**config.mk**
```make
export PLATFORM = sky130hd
export DESIGN_NAME = packet_header_deframer
export DESIGN_NICKNAME = d
export VERILOG_FILES = /design/src/rtl/phd_pkg.sv /design/src/rtl/phd_front.sv /design/src/rtl/phd_queue.sv /design/src/rtl/packet_header_deframer.sv
export SDC_FILE = /design/constraint.sdc
export NUM_CORES = 1
export LEC_CHECK = 0
export ABC_AREA = 1
export BUFFER_PORTS_ARGS = -buffer_cell sky130_fd_sc_hd__buf_2
export CAP_MARGIN = 20
export CORE_MARGIN = 4
export CORE_UTILIZATION = 25
export DETAILED_ROUTE_END_ITERATION = 6
export GPL_TIMING_DRIVEN = 0
export REMOVE_ABC_BUFFERS = 1
export SLEW_MARGIN = 20
export SYNTH_ARGS = -nofsm -noshare
export SYNTH_HDL_FRONTEND = slang
export SYNTH_SLANG_ARGS = --single-unit
```
**constraint.sdc**
```tcl
create_clock -name i_clk -period 5.46 [get_ports i_clk]
set_input_delay 1.092 -clock i_clk [delete_from_list [all_inputs] [get_ports i_clk]]
set_output_delay 1.092 -clock i_clk [all_outputs]
set_load 0.01 [all_outputs]
```
**src/rtl/phd_pkg.sv**
```systemverilog
`default_nettype none
package phd_pkg;

    localparam int HDR_BYTES   = 12;
    localparam int HDR_CNT_W   = $clog2(HDR_BYTES);
    localparam int OFS_MAGIC   = 0;
    localparam int OFS_VERSION = 4;
    localparam int OFS_TYPE    = 5;
    localparam int OFS_FLAGS   = 6;
    localparam int OFS_LEN     = 8;

    localparam int Q_DEPTH = 4;
    localparam int Q_PTR_W = $clog2(Q_DEPTH);
    localparam int Q_CNT_W = $clog2(Q_DEPTH + 1);

    localparam int CFG_IDX_W  = 2;
    localparam int CFG_DATA_W = 32;

    localparam logic [CFG_IDX_W-1:0] CFG_MAGIC   = 2'd0;
    localparam logic [CFG_IDX_W-1:0] CFG_VERSION = 2'd1;
    localparam logic [CFG_IDX_W-1:0] CFG_MAX_LEN = 2'd2;

    localparam logic [31:0] RST_MAGIC   = 32'd0;
    localparam logic [7:0]  RST_VERSION = 8'd1;
    localparam logic [31:0] RST_MAX_LEN = 32'd16777216;

    localparam logic MODE_DATA  = 1'b0;
    localparam logic MODE_CLEAR = 1'b1;

    localparam logic [1:0] KIND_HEADER  = 2'd0;
    localparam logic [1:0] KIND_PAYLOAD = 2'd1;
    localparam logic [1:0] KIND_ERROR   = 2'd2;

    localparam logic [1:0] ST_OK        = 2'd0;
    localparam logic [1:0] ST_MAGIC     = 2'd1;
    localparam logic [1:0] ST_VERSION   = 2'd2;
    localparam logic [1:0] ST_TOO_LARGE = 2'd3;

    typedef struct packed {
        logic       mode;
        logic [7:0] in_byte;
    } t_in_item;

    typedef struct packed {
        logic [1:0]  kind;
        logic [7:0]  pkt_type;
        logic [15:0] hdr_flags;
        logic [31:0] body_len;
        logic [7:0]  out_byte;
        logic [1:0]  status;
        logic        last;
    } t_out_item;

endpackage
`default_nettype wire

```
**src/rtl/phd_front.sv**
```systemverilog
`default_nettype none
module phd_front (
    input  wire                                i_clk,
    input  wire                                i_rst_n,
    input  wire                                i_accept,
    input  phd_pkg::t_in_item                  i_item,
    input  wire                                i_cfg_we,
    input  wire  [phd_pkg::CFG_IDX_W-1:0]      i_cfg_idx,
    input  wire  [phd_pkg::CFG_DATA_W-1:0]     i_cfg_data,
    output logic                               o_push,
    output phd_pkg::t_out_item                 o_result
);
    import phd_pkg::*;

    logic [31:0]          r_magic;
    logic [7:0]           r_version;
    logic [31:0]          r_max_len;

    logic                 r_in_payload, n_in_payload;
    logic [HDR_CNT_W-1:0] r_hdr_cnt, n_hdr_cnt;
    logic [31:0]          r_bytes_left, n_bytes_left;
    logic [8*(HDR_BYTES-1)-1:0] r_store;

    logic [31:0] w_magic;
    logic [7:0]  w_version;
    logic [7:0]  w_type;
    logic [15:0] w_flags;
    logic [31:0] w_len;
    logic [1:0]  w_status;

    always_ff @(posedge i_clk) begin
        if (!i_rst_n) begin
            r_magic   <= RST_MAGIC;
            r_version <= RST_VERSION;
            r_max_len <= RST_MAX_LEN;
        end else if (i_cfg_we) begin
            case (i_cfg_idx)
                CFG_MAGIC:   r_magic   <= i_cfg_data[31:0];
                CFG_VERSION: r_version <= i_cfg_data[7:0];
                CFG_MAX_LEN: r_max_len <= i_cfg_data[31:0];
                default: ;
            endcase
        end
    end

    // Bytes shift in at the top: once eleven have arrived, offset k sits at
    // byte lane k and the final byte is still on the input.
    always_ff @(posedge i_clk) begin
        if (i_accept && i_item.mode == MODE_DATA && !r_in_payload) begin
            r_store <= {i_item.in_byte, r_store[8*(HDR_BYTES-1)-1:8]};
        end
    end

    assign w_magic   = r_store[8*OFS_MAGIC +: 32];
    assign w_version = r_store[8*OFS_VERSION +: 8];
    assign w_type    = r_store[8*OFS_TYPE +: 8];
    assign w_flags   = r_store[8*OFS_FLAGS +: 16];
    assign w_len     = {i_item.in_byte, r_store[8*OFS_LEN +: 24]};

    always_comb begin
        if (w_magic != r_magic) begin
            w_status = ST_MAGIC;
        end else if (w_version != r_version) begin
            w_status = ST_VERSION;
        end else if (w_len > r_max_len) begin
            w_status = ST_TOO_LARGE;
        end else begin
            w_status = ST_OK;
        end
    end

    always_comb begin
        n_in_payload = r_in_payload;
        n_hdr_cnt    = r_hdr_cnt;
        n_bytes_left = r_bytes_left;
        o_push       = 1'b0;
        o_result     = '0;
        if (i_accept) begin
            if (i_item.mode == MODE_CLEAR) begin
                // drop whatever part of a packet is open
                n_in_payload = 1'b0;
                n_hdr_cnt    = '0;
                n_bytes_left = '0;
            end else if (r_in_payload) begin
                n_bytes_left      = r_bytes_left - 32'd1;
                o_push            = 1'b1;
                o_result.kind     = KIND_PAYLOAD;
                o_result.out_byte = i_item.in_byte;
                o_result.status   = ST_OK;
                o_result.last     = (r_bytes_left == 32'd1);
                if (r_bytes_left == 32'd1) begin
                    n_in_payload = 1'b0;
                end
            end else if (r_hdr_cnt == HDR_CNT_W'(HDR_BYTES - 1)) begin
                n_hdr_cnt          = '0;
                o_push             = 1'b1;
                o_result.pkt_type  = w_type;
                o_result.hdr_flags = w_flags;
                o_result.body_len  = w_len;
                o_result.status    = w_status;
                if (w_status != ST_OK) begin
                    o_result.kind = KIND_ERROR;
                    o_result.last = 1'b1;
                end else begin
                    o_result.kind = KIND_HEADER;
                    o_result.last = (w_len == 32'd0);
                    if (w_len != 32'd0) begin
                        n_in_payload = 1'b1;
                        n_bytes_left = w_len;
                    end
                end
            end else begin
                n_hdr_cnt = r_hdr_cnt + HDR_CNT_W'(1);
            end
        end
    end

    always_ff @(posedge i_clk) begin
        if (!i_rst_n) begin
            r_in_payload <= 1'b0;
            r_hdr_cnt    <= '0;
            r_bytes_left <= '0;
        end else begin
            r_in_payload <= n_in_payload;
            r_hdr_cnt    <= n_hdr_cnt;
            r_bytes_left <= n_bytes_left;
        end
    end

endmodule
`default_nettype wire

```
**src/rtl/phd_queue.sv**
```systemverilog
`default_nettype none
module phd_queue (
    input  wire                 i_clk,
    input  wire                 i_rst_n,
    input  wire                 i_push,
    input  phd_pkg::t_out_item  i_data,
    output logic                o_full,
    output logic                o_empty,
    input  wire                 i_pop,
    output phd_pkg::t_out_item  o_data
);
    import phd_pkg::*;

    t_out_item            r_mem [Q_DEPTH];
    logic [Q_PTR_W-1:0]   r_wr_ptr;
    logic [Q_PTR_W-1:0]   r_rd_ptr;
    logic [Q_CNT_W-1:0]   r_count;
    logic                 w_wr;
    logic                 w_rd;

    assign o_full  = (r_count == Q_CNT_W'(Q_DEPTH));
    assign o_empty = (r_count == '0);
    assign w_wr    = i_push && !o_full;
    assign w_rd    = i_pop && !o_empty;
    assign o_data  = r_mem[r_rd_ptr];

    always_ff @(posedge i_clk) begin
        if (w_wr) begin
            r_mem[r_wr_ptr] <= i_data;
        end
    end

    always_ff @(posedge i_clk) begin
        if (!i_rst_n) begin
            r_wr_ptr <= '0;
            r_rd_ptr <= '0;
            r_count  <= '0;
        end else begin
            if (w_wr) begin
                r_wr_ptr <= r_wr_ptr + Q_PTR_W'(1);
            end
            if (w_rd) begin
                r_rd_ptr <= r_rd_ptr + Q_PTR_W'(1);
            end
            case ({w_wr, w_rd})
                2'b10:   r_count <= r_count + Q_CNT_W'(1);
                2'b01:   r_count <= r_count - Q_CNT_W'(1);
                default: r_count <= r_count;
            endcase
        end
    end

endmodule
`default_nettype wire

```
**src/rtl/packet_header_deframer.sv**
```systemverilog
`default_nettype none
// Length-prefixed packet deframer. Takes one stream byte per cycle through
// push/full and collects a 12-byte little-endian header (magic, version,
// type, flags, length). On the twelfth byte the header is checked in the
// order magic, version, length against max_len, in that same cycle;
// a good header gives a header beat and the payload bytes that follow are
// passed through, the final one marked last (a zero length marks the
// header beat last). A bad header gives an error beat with the first
// failing check in status and the next byte starts a new header. A clear
// item drops any open packet. Parser results are combinational and land
// in a four-beat result queue, visible on the pop side the cycle after.
// full rises only when that queue is full, so with pop held high the block
// sustains one byte per cycle. The user must write configuration registers
// via the cfg port only while the stream is idle; this is not enforced.
module packet_header_deframer (
    input  wire                                i_clk,
    input  wire                                i_rst_n,
    input  wire                                push,
    output logic                               full,
    input  phd_pkg::t_in_item                  i_in_item,
    output logic                               empty,
    input  wire                                pop,
    output phd_pkg::t_out_item                 o_out_item,
    input  wire                                i_cfg_we,
    input  wire  [phd_pkg::CFG_IDX_W-1:0]      i_cfg_idx,
    input  wire  [phd_pkg::CFG_DATA_W-1:0]     i_cfg_data
);
    import phd_pkg::*;

    logic      w_accept;
    logic      w_push;
    t_out_item w_result;

    assign w_accept = push && !full;

    phd_front u_front (
        .i_clk      (i_clk),
        .i_rst_n    (i_rst_n),
        .i_accept   (w_accept),
        .i_item     (i_in_item),
        .i_cfg_we   (i_cfg_we),
        .i_cfg_idx  (i_cfg_idx),
        .i_cfg_data (i_cfg_data),
        .o_push     (w_push),
        .o_result   (w_result)
    );

    phd_queue u_queue (
        .i_clk   (i_clk),
        .i_rst_n (i_rst_n),
        .i_push  (w_push),
        .i_data  (w_result),
        .o_full  (full),
        .o_empty (empty),
        .i_pop   (pop),
        .o_data  (o_out_item)
    );

endmodule
`default_nettype wire
```
After elaboration in Yosys (flattened, before gate mapping)

Memory sizes are Yosys's and may differ from the RTL's. A register that Yosys moved wholly into a read port is not among the register bits.
Index checks and enable logic that the tools add are counted.

Register bits after elaboration: 204
Bits in latches: 0
Memory bits (writable): 276
ROM bits: 0
Input port bits: 48
Output and inout port bits: 71
Word-level logic and storage cells: 87
Memories kept: 1

Memories:

| name          | depth | bits a word | read ports | clocked after memory_dff | wr ports | line            | text |
|---|---|---|---|---|---|---|---|
| u_queue.r_mem | 4     | 69          | 1          | 1                        | 1        | phd_queue.sv:14 | `t_out_item r_mem [Q_DEPTH];` |

Add/sub/neg operators: 6
Multiply operators: 0
Divide/modulo/power cells: 0
$lt $le $gt $ge: 1
Equality and inequality tests: 11
Shifts and indexed selects: 0
Multiplexer cells: 36
Bitwise logic cells: 1
Reduce and logical (&&, ||, !) cells: 21

Operators by type and width:

| cell                  | number |
|---|---|
| $mux 32               | 5 |
| $mux 69               | 2 |
| $mux 58               | 1 |
| $mux 56               | 1 |
| $eq 32x1->1 const B   | 1 |
| $gt 32x32->1          | 1 |
| $logic_not 32->1      | 1 |
| $ne 32x32->1          | 1 |
| $reduce_bool 32->1    | 1 |
| $sub 32x1->32 const B | 1 |
| $mux 2                | 7 |
| $mux 1                | 13 |
| $mux 4                | 3 |
| $mux 8                | 1 |
| $ne 8x8->1            | 1 |
| $reduce_and 2->1      | 4 |
| $mux 3                | 2 |
| $pmux 3 s2            | 1 |
| $reduce_bool 3->1     | 2 |
| $logic_and 1x1->1     | 5 |
| $add 2x1->2 const B   | 2 |
| $add 4x1->4 const B   | 1 |
| $eq 2x1->1 const B    | 2 |
| $eq 2x2->1 const B    | 2 |
| 12 further kinds      | 15 |

Depth between registers and ports, before layout

Depth after elaboration: 10
Depth in mapped cells: 20
Mapped depth without buffers: 19

Cells and area by module

Synthesis repeated with hierarchy kept, for this count alone.

Cell total of the unflattened synthesis: 1964
Area, all modules: 20388.3 µm²

By module, submodules not included:

| module                 | instances | cells an instance | area an instance (µm²) | seq. area each (µm²) |
|---|---|---|---|---|
| phd_queue              | 1         | 737               | 10721.5                | 8468.1 |
| phd_front              | 1         | 1225              | 9656.8                 | 4824.6 |
| packet_header_deframer | 1         | 2                 | 10.0                   | 0.0 |

Worst setup path before layout

No wires, ideal clock.

Path kind: input port to flip-flop
From: input port i_in_item[8] in the netlist's numbering
To: register u_front.r_hdr_cnt[3]
Setup time: 0.084 ns
Data arrival time: 5.786 ns
Path slack: -0.410 ns
Stages: 5
Path buffers: 0
Cell sequence: nor2_4 -> clkinv_1 -> nor2_1 -> a32oi_1 -> nor2_1

Cells in the longest elaborated chain, start to end: 2
Elaborated cells between the ends (all ways): 3
Classes of those cells: 1 x eq/ne; 1 x mux; 1 x reduce/logical

RTL lines:

| what                       | line                         | text |
|---|---|---|
| start: declaration         | packet_header_deframer.sv:20 | `input phd_pkg::t_in_item i_in_item,` |
| $ne 2x2->1 (no line)       | n/a                          |  |
| $reduce_and 2->1 (no line) | n/a                          |  |
| end signal: assignment     | phd_front.sv:125             | `r_hdr_cnt <= n_hdr_cnt;` |
| end: declaration           | phd_front.sv:20              | `logic [HDR_CNT_W-1:0] r_hdr_cnt, n_hdr_cnt;` |

Parallel ways exist; a longest one is shown, timed or not.
A chain may end at the register's enable or synchronous reset.

==> run metrics <==
cells resized by post-CTS repair=0; # H-tree levels=2; Clock Skew=just over 0.05 ns; utilization after layout=0.301; CP peak stage delay=0.44 ns; Most used DFF post-synth=edfxtp_1; height of the die=292 um; initial antenna violation count=4; post-synthesis sequential area ratio=0.657; final hold vios=0; vias per inst=4.47; area share of the largest cell type after synthesis=0.540; Clock Path Buffers=3; sum of buffers and inverters on the critical path=4; CTS clk-pin slew, worst paths=0.06 ns; Die ar.=about 0.086 sq mm; Yosys cell types=45; area leader, netlist=edfxtp_1; layout cells sized above 1=0.126; CP Max Fanout=71; Pre-antenna DRT Iters=5; Detail Route Antenna Nets=0; Sequential Area=roughly 0.013 sq mm; most frequent cell after synthesis=nor2_1; Overflow after GRT=0; Die X=292 um; routed len/inst=~17 um; period utilisation layout=0.717; # DRC=0; Worst Path Required=4.37 ns; Final min period=3.91 ns; pre-CTS setup slack=1.33 ns; PwrDens=319 mW/mm^2; CTS Root Cell=clkbuf_16; Slew Limit Headroom=0.470; Placer Congestion=approximately 0.83; Port Buffers=around 120; Filler cells=8,153; worst slew pin tran=0.793 ns; gr usage total=0.122; Seq cells post-synth=482; Post-Syn Area=0.0202 sq mm; Hold Crit Start=u_front.r_store[58]; asr flop ratio synth=0; worst setup path class=register to output pin; Critical Path AT=2.82 ns; Avg Cell Area, Syn=approximately 11 sq um; TritonCTS buffer count=a little over 50; TritonCTS clock tree=done; most frequent CP cell=buf_16; Critical Path Source Type=register; status=finished clean; vias in the first global route=13,100; Peak VDD IR=0.215 mV; Routed WL=about 54,000 um; Reg2Reg Launch Point=u_front.r_in_payload; global-route wire length before repair=a little over 80,000 um; RSZ-0062 raised after global routing=no; warning count from the yosys run=0; Post-layout nets=2,103; Hold-fix buffers, CTS=0; Setup Fix Bufs, Post-CTS=0; worst-skew pair later-pin latency=0.60 ns; P_leak=9.17 nW; CP Capture Type=output pin; cell family with most CP delay=buffers and inverters; P&R area growth vs syn=19.3%; cell count after synthesis=1,901; largest cells by area after synthesis=edfxtp_1 54%, dfxtp_1 12%, nor2_1 7.3%; DR vias=between 10,000 and 15,000; core area=0.0803 sq mm; max-cap violations=0; placed inst area=0.0225 sq mm; Sinks on Clock Net=482; Initial Utilization=0.252; final slew viol count=0; final worst-path setup slack=1.55 ns; DP HPWL=36,600 um; Final Cell Area=between 0.02 and 0.025 sq mm; CP Cell Sequence=buf_16, inv_6, buf_16, o21ai_0, o22ai_1, buf_2; Max Freq=256 MHz; Setup Viol. Count Final=0; io pins=119; commonest cells in the netlist=393 x nor2_1, 364 x edfxtp_1, 228 x o21ai_0, 166 x inv_1, 157 x nand2_1; cell row count=104; min-delay worst type=register to register; largest net degree at the start of global routing=75; Initial DRC Count=1,147; slowest CP cell=inv_6; Post-synth EDFFs=364; Multi-input gate area=approximately 0.006 sq mm
==> logic make-up after synthesis <==
| group | share of synthesized area |
|---|---|
| AND/OR/NAND/NOR | 0.137 |
| adder cells (fa/ha/maj) | 0.0257 |
| flip-flops | 0.657 |
| XOR/XNOR | 0.0217 |
| buffers and inverters | 0.0489 |
| AO/OA/AOI/OAI | 0.109 |
==> stage by stage <==
| step | hold slack, ns | cells | power [mW] | setup TNS [ns] |
|---|---|---|---|---|
| finish | 0.442 | 3117 | 7.71 | 0 |
| global placement | 0.431 | 2993 | 4.48 | -1495.14 |
| global route | 0.451 | 3117 | 8.00 | 0 |
| floorplan | 0.426 | 1815 | 4.33 | -92.18 |
| detailed placement | 0.432 | 3021 | 4.49 | 0 |
| CTS | 0.445 | 3115 | 7.79 | 0 |
==> area by class of cell <==
cell class	instances	area share
Inverter	170	0.0269
Sequential cell	482	0.551
Antenna cell	2	0.000207
Tap cell	1060	0.0550
Multi-Input combinational cell	1163	0.248
Clock buffer	71	0.0585
Clock inverter	23	0.00752
Timing Repair Buffer	146	0.0528
==> metal layers <==
| metal | wire length (um) | share of wire | vias to the layer above | GRT usage |
|---|---|---|---|---|
| met5 | 0 | 0 | - | 0 |
| met3 | 3240 | 0.060 | 84 | 0.0230 |
| met2 | 24100 | 0.45 | 413 | 0.189 |
| li1 | - | - | 6795 | - |
| met4 | 1300 | 0.024 | 0 | 0.0344 |
| met1 | 25200 | 0.47 | 6653 | 0.175 |
==> flip-flops by register name, indices dropped and copies added (netlist names), named ones only <==
name,cells
u_queue.r_mem,276
u_front.r_in_payload,1
u_front.r_magic,32
u_queue.r_rd_ptr,2
u_queue.r_count,3
u_front.r_max_len,32
u_queue.r_wr_ptr,2
u_front.r_hdr_cnt,4
u_front.r_store,88
u_front.r_version,8
u_front.r_bytes_left,32
==> path summary, 6_finish.rpt <==
path              cells past startpoint                  end  slack [ns]
setup reg to reg                      6  u_queue.r_mem[2][7]        1.87
setup / recovery                      6       o_out_item[33]        1.55
hold reg to reg                       0  u_front.r_store[50]        0.44
hold / removal                        0  u_front.r_store[50]        0.44
==> cells in the final DEF (no fill, tap or decap), types with 3 or more instances in the layout <==
cell	count
nor2_1	388
edfxtp_1	364
o21ai_0	228
inv_1	162
nand2_1	157
buf_2	117
dfxtp_1	116
o22ai_1	82
a21oi_1	80
clkbuf_16	51
ha_1	40
nand3_1	36
xor2_1	25
xnor2_1	25
nand4_1	23
buf_16	19
clkbuf_1	14
nor2_2	13
nor3_1	12
clkinv_2	11
clkinv_1	10
nor2_4	9
nand3b_1	7
buf_12	7
clkbuf_8	6
o211ai_1	5
or2_0	4
nor3_2	3
a211oi_1	3
a22oi_1	3
==> report_power, final <==
group,switching (mW),internal (mW)
clock network,1.40,1.90
registers,0.0594,3.97
logic,0.248,0.133
(Power assumes the default switching activity.)
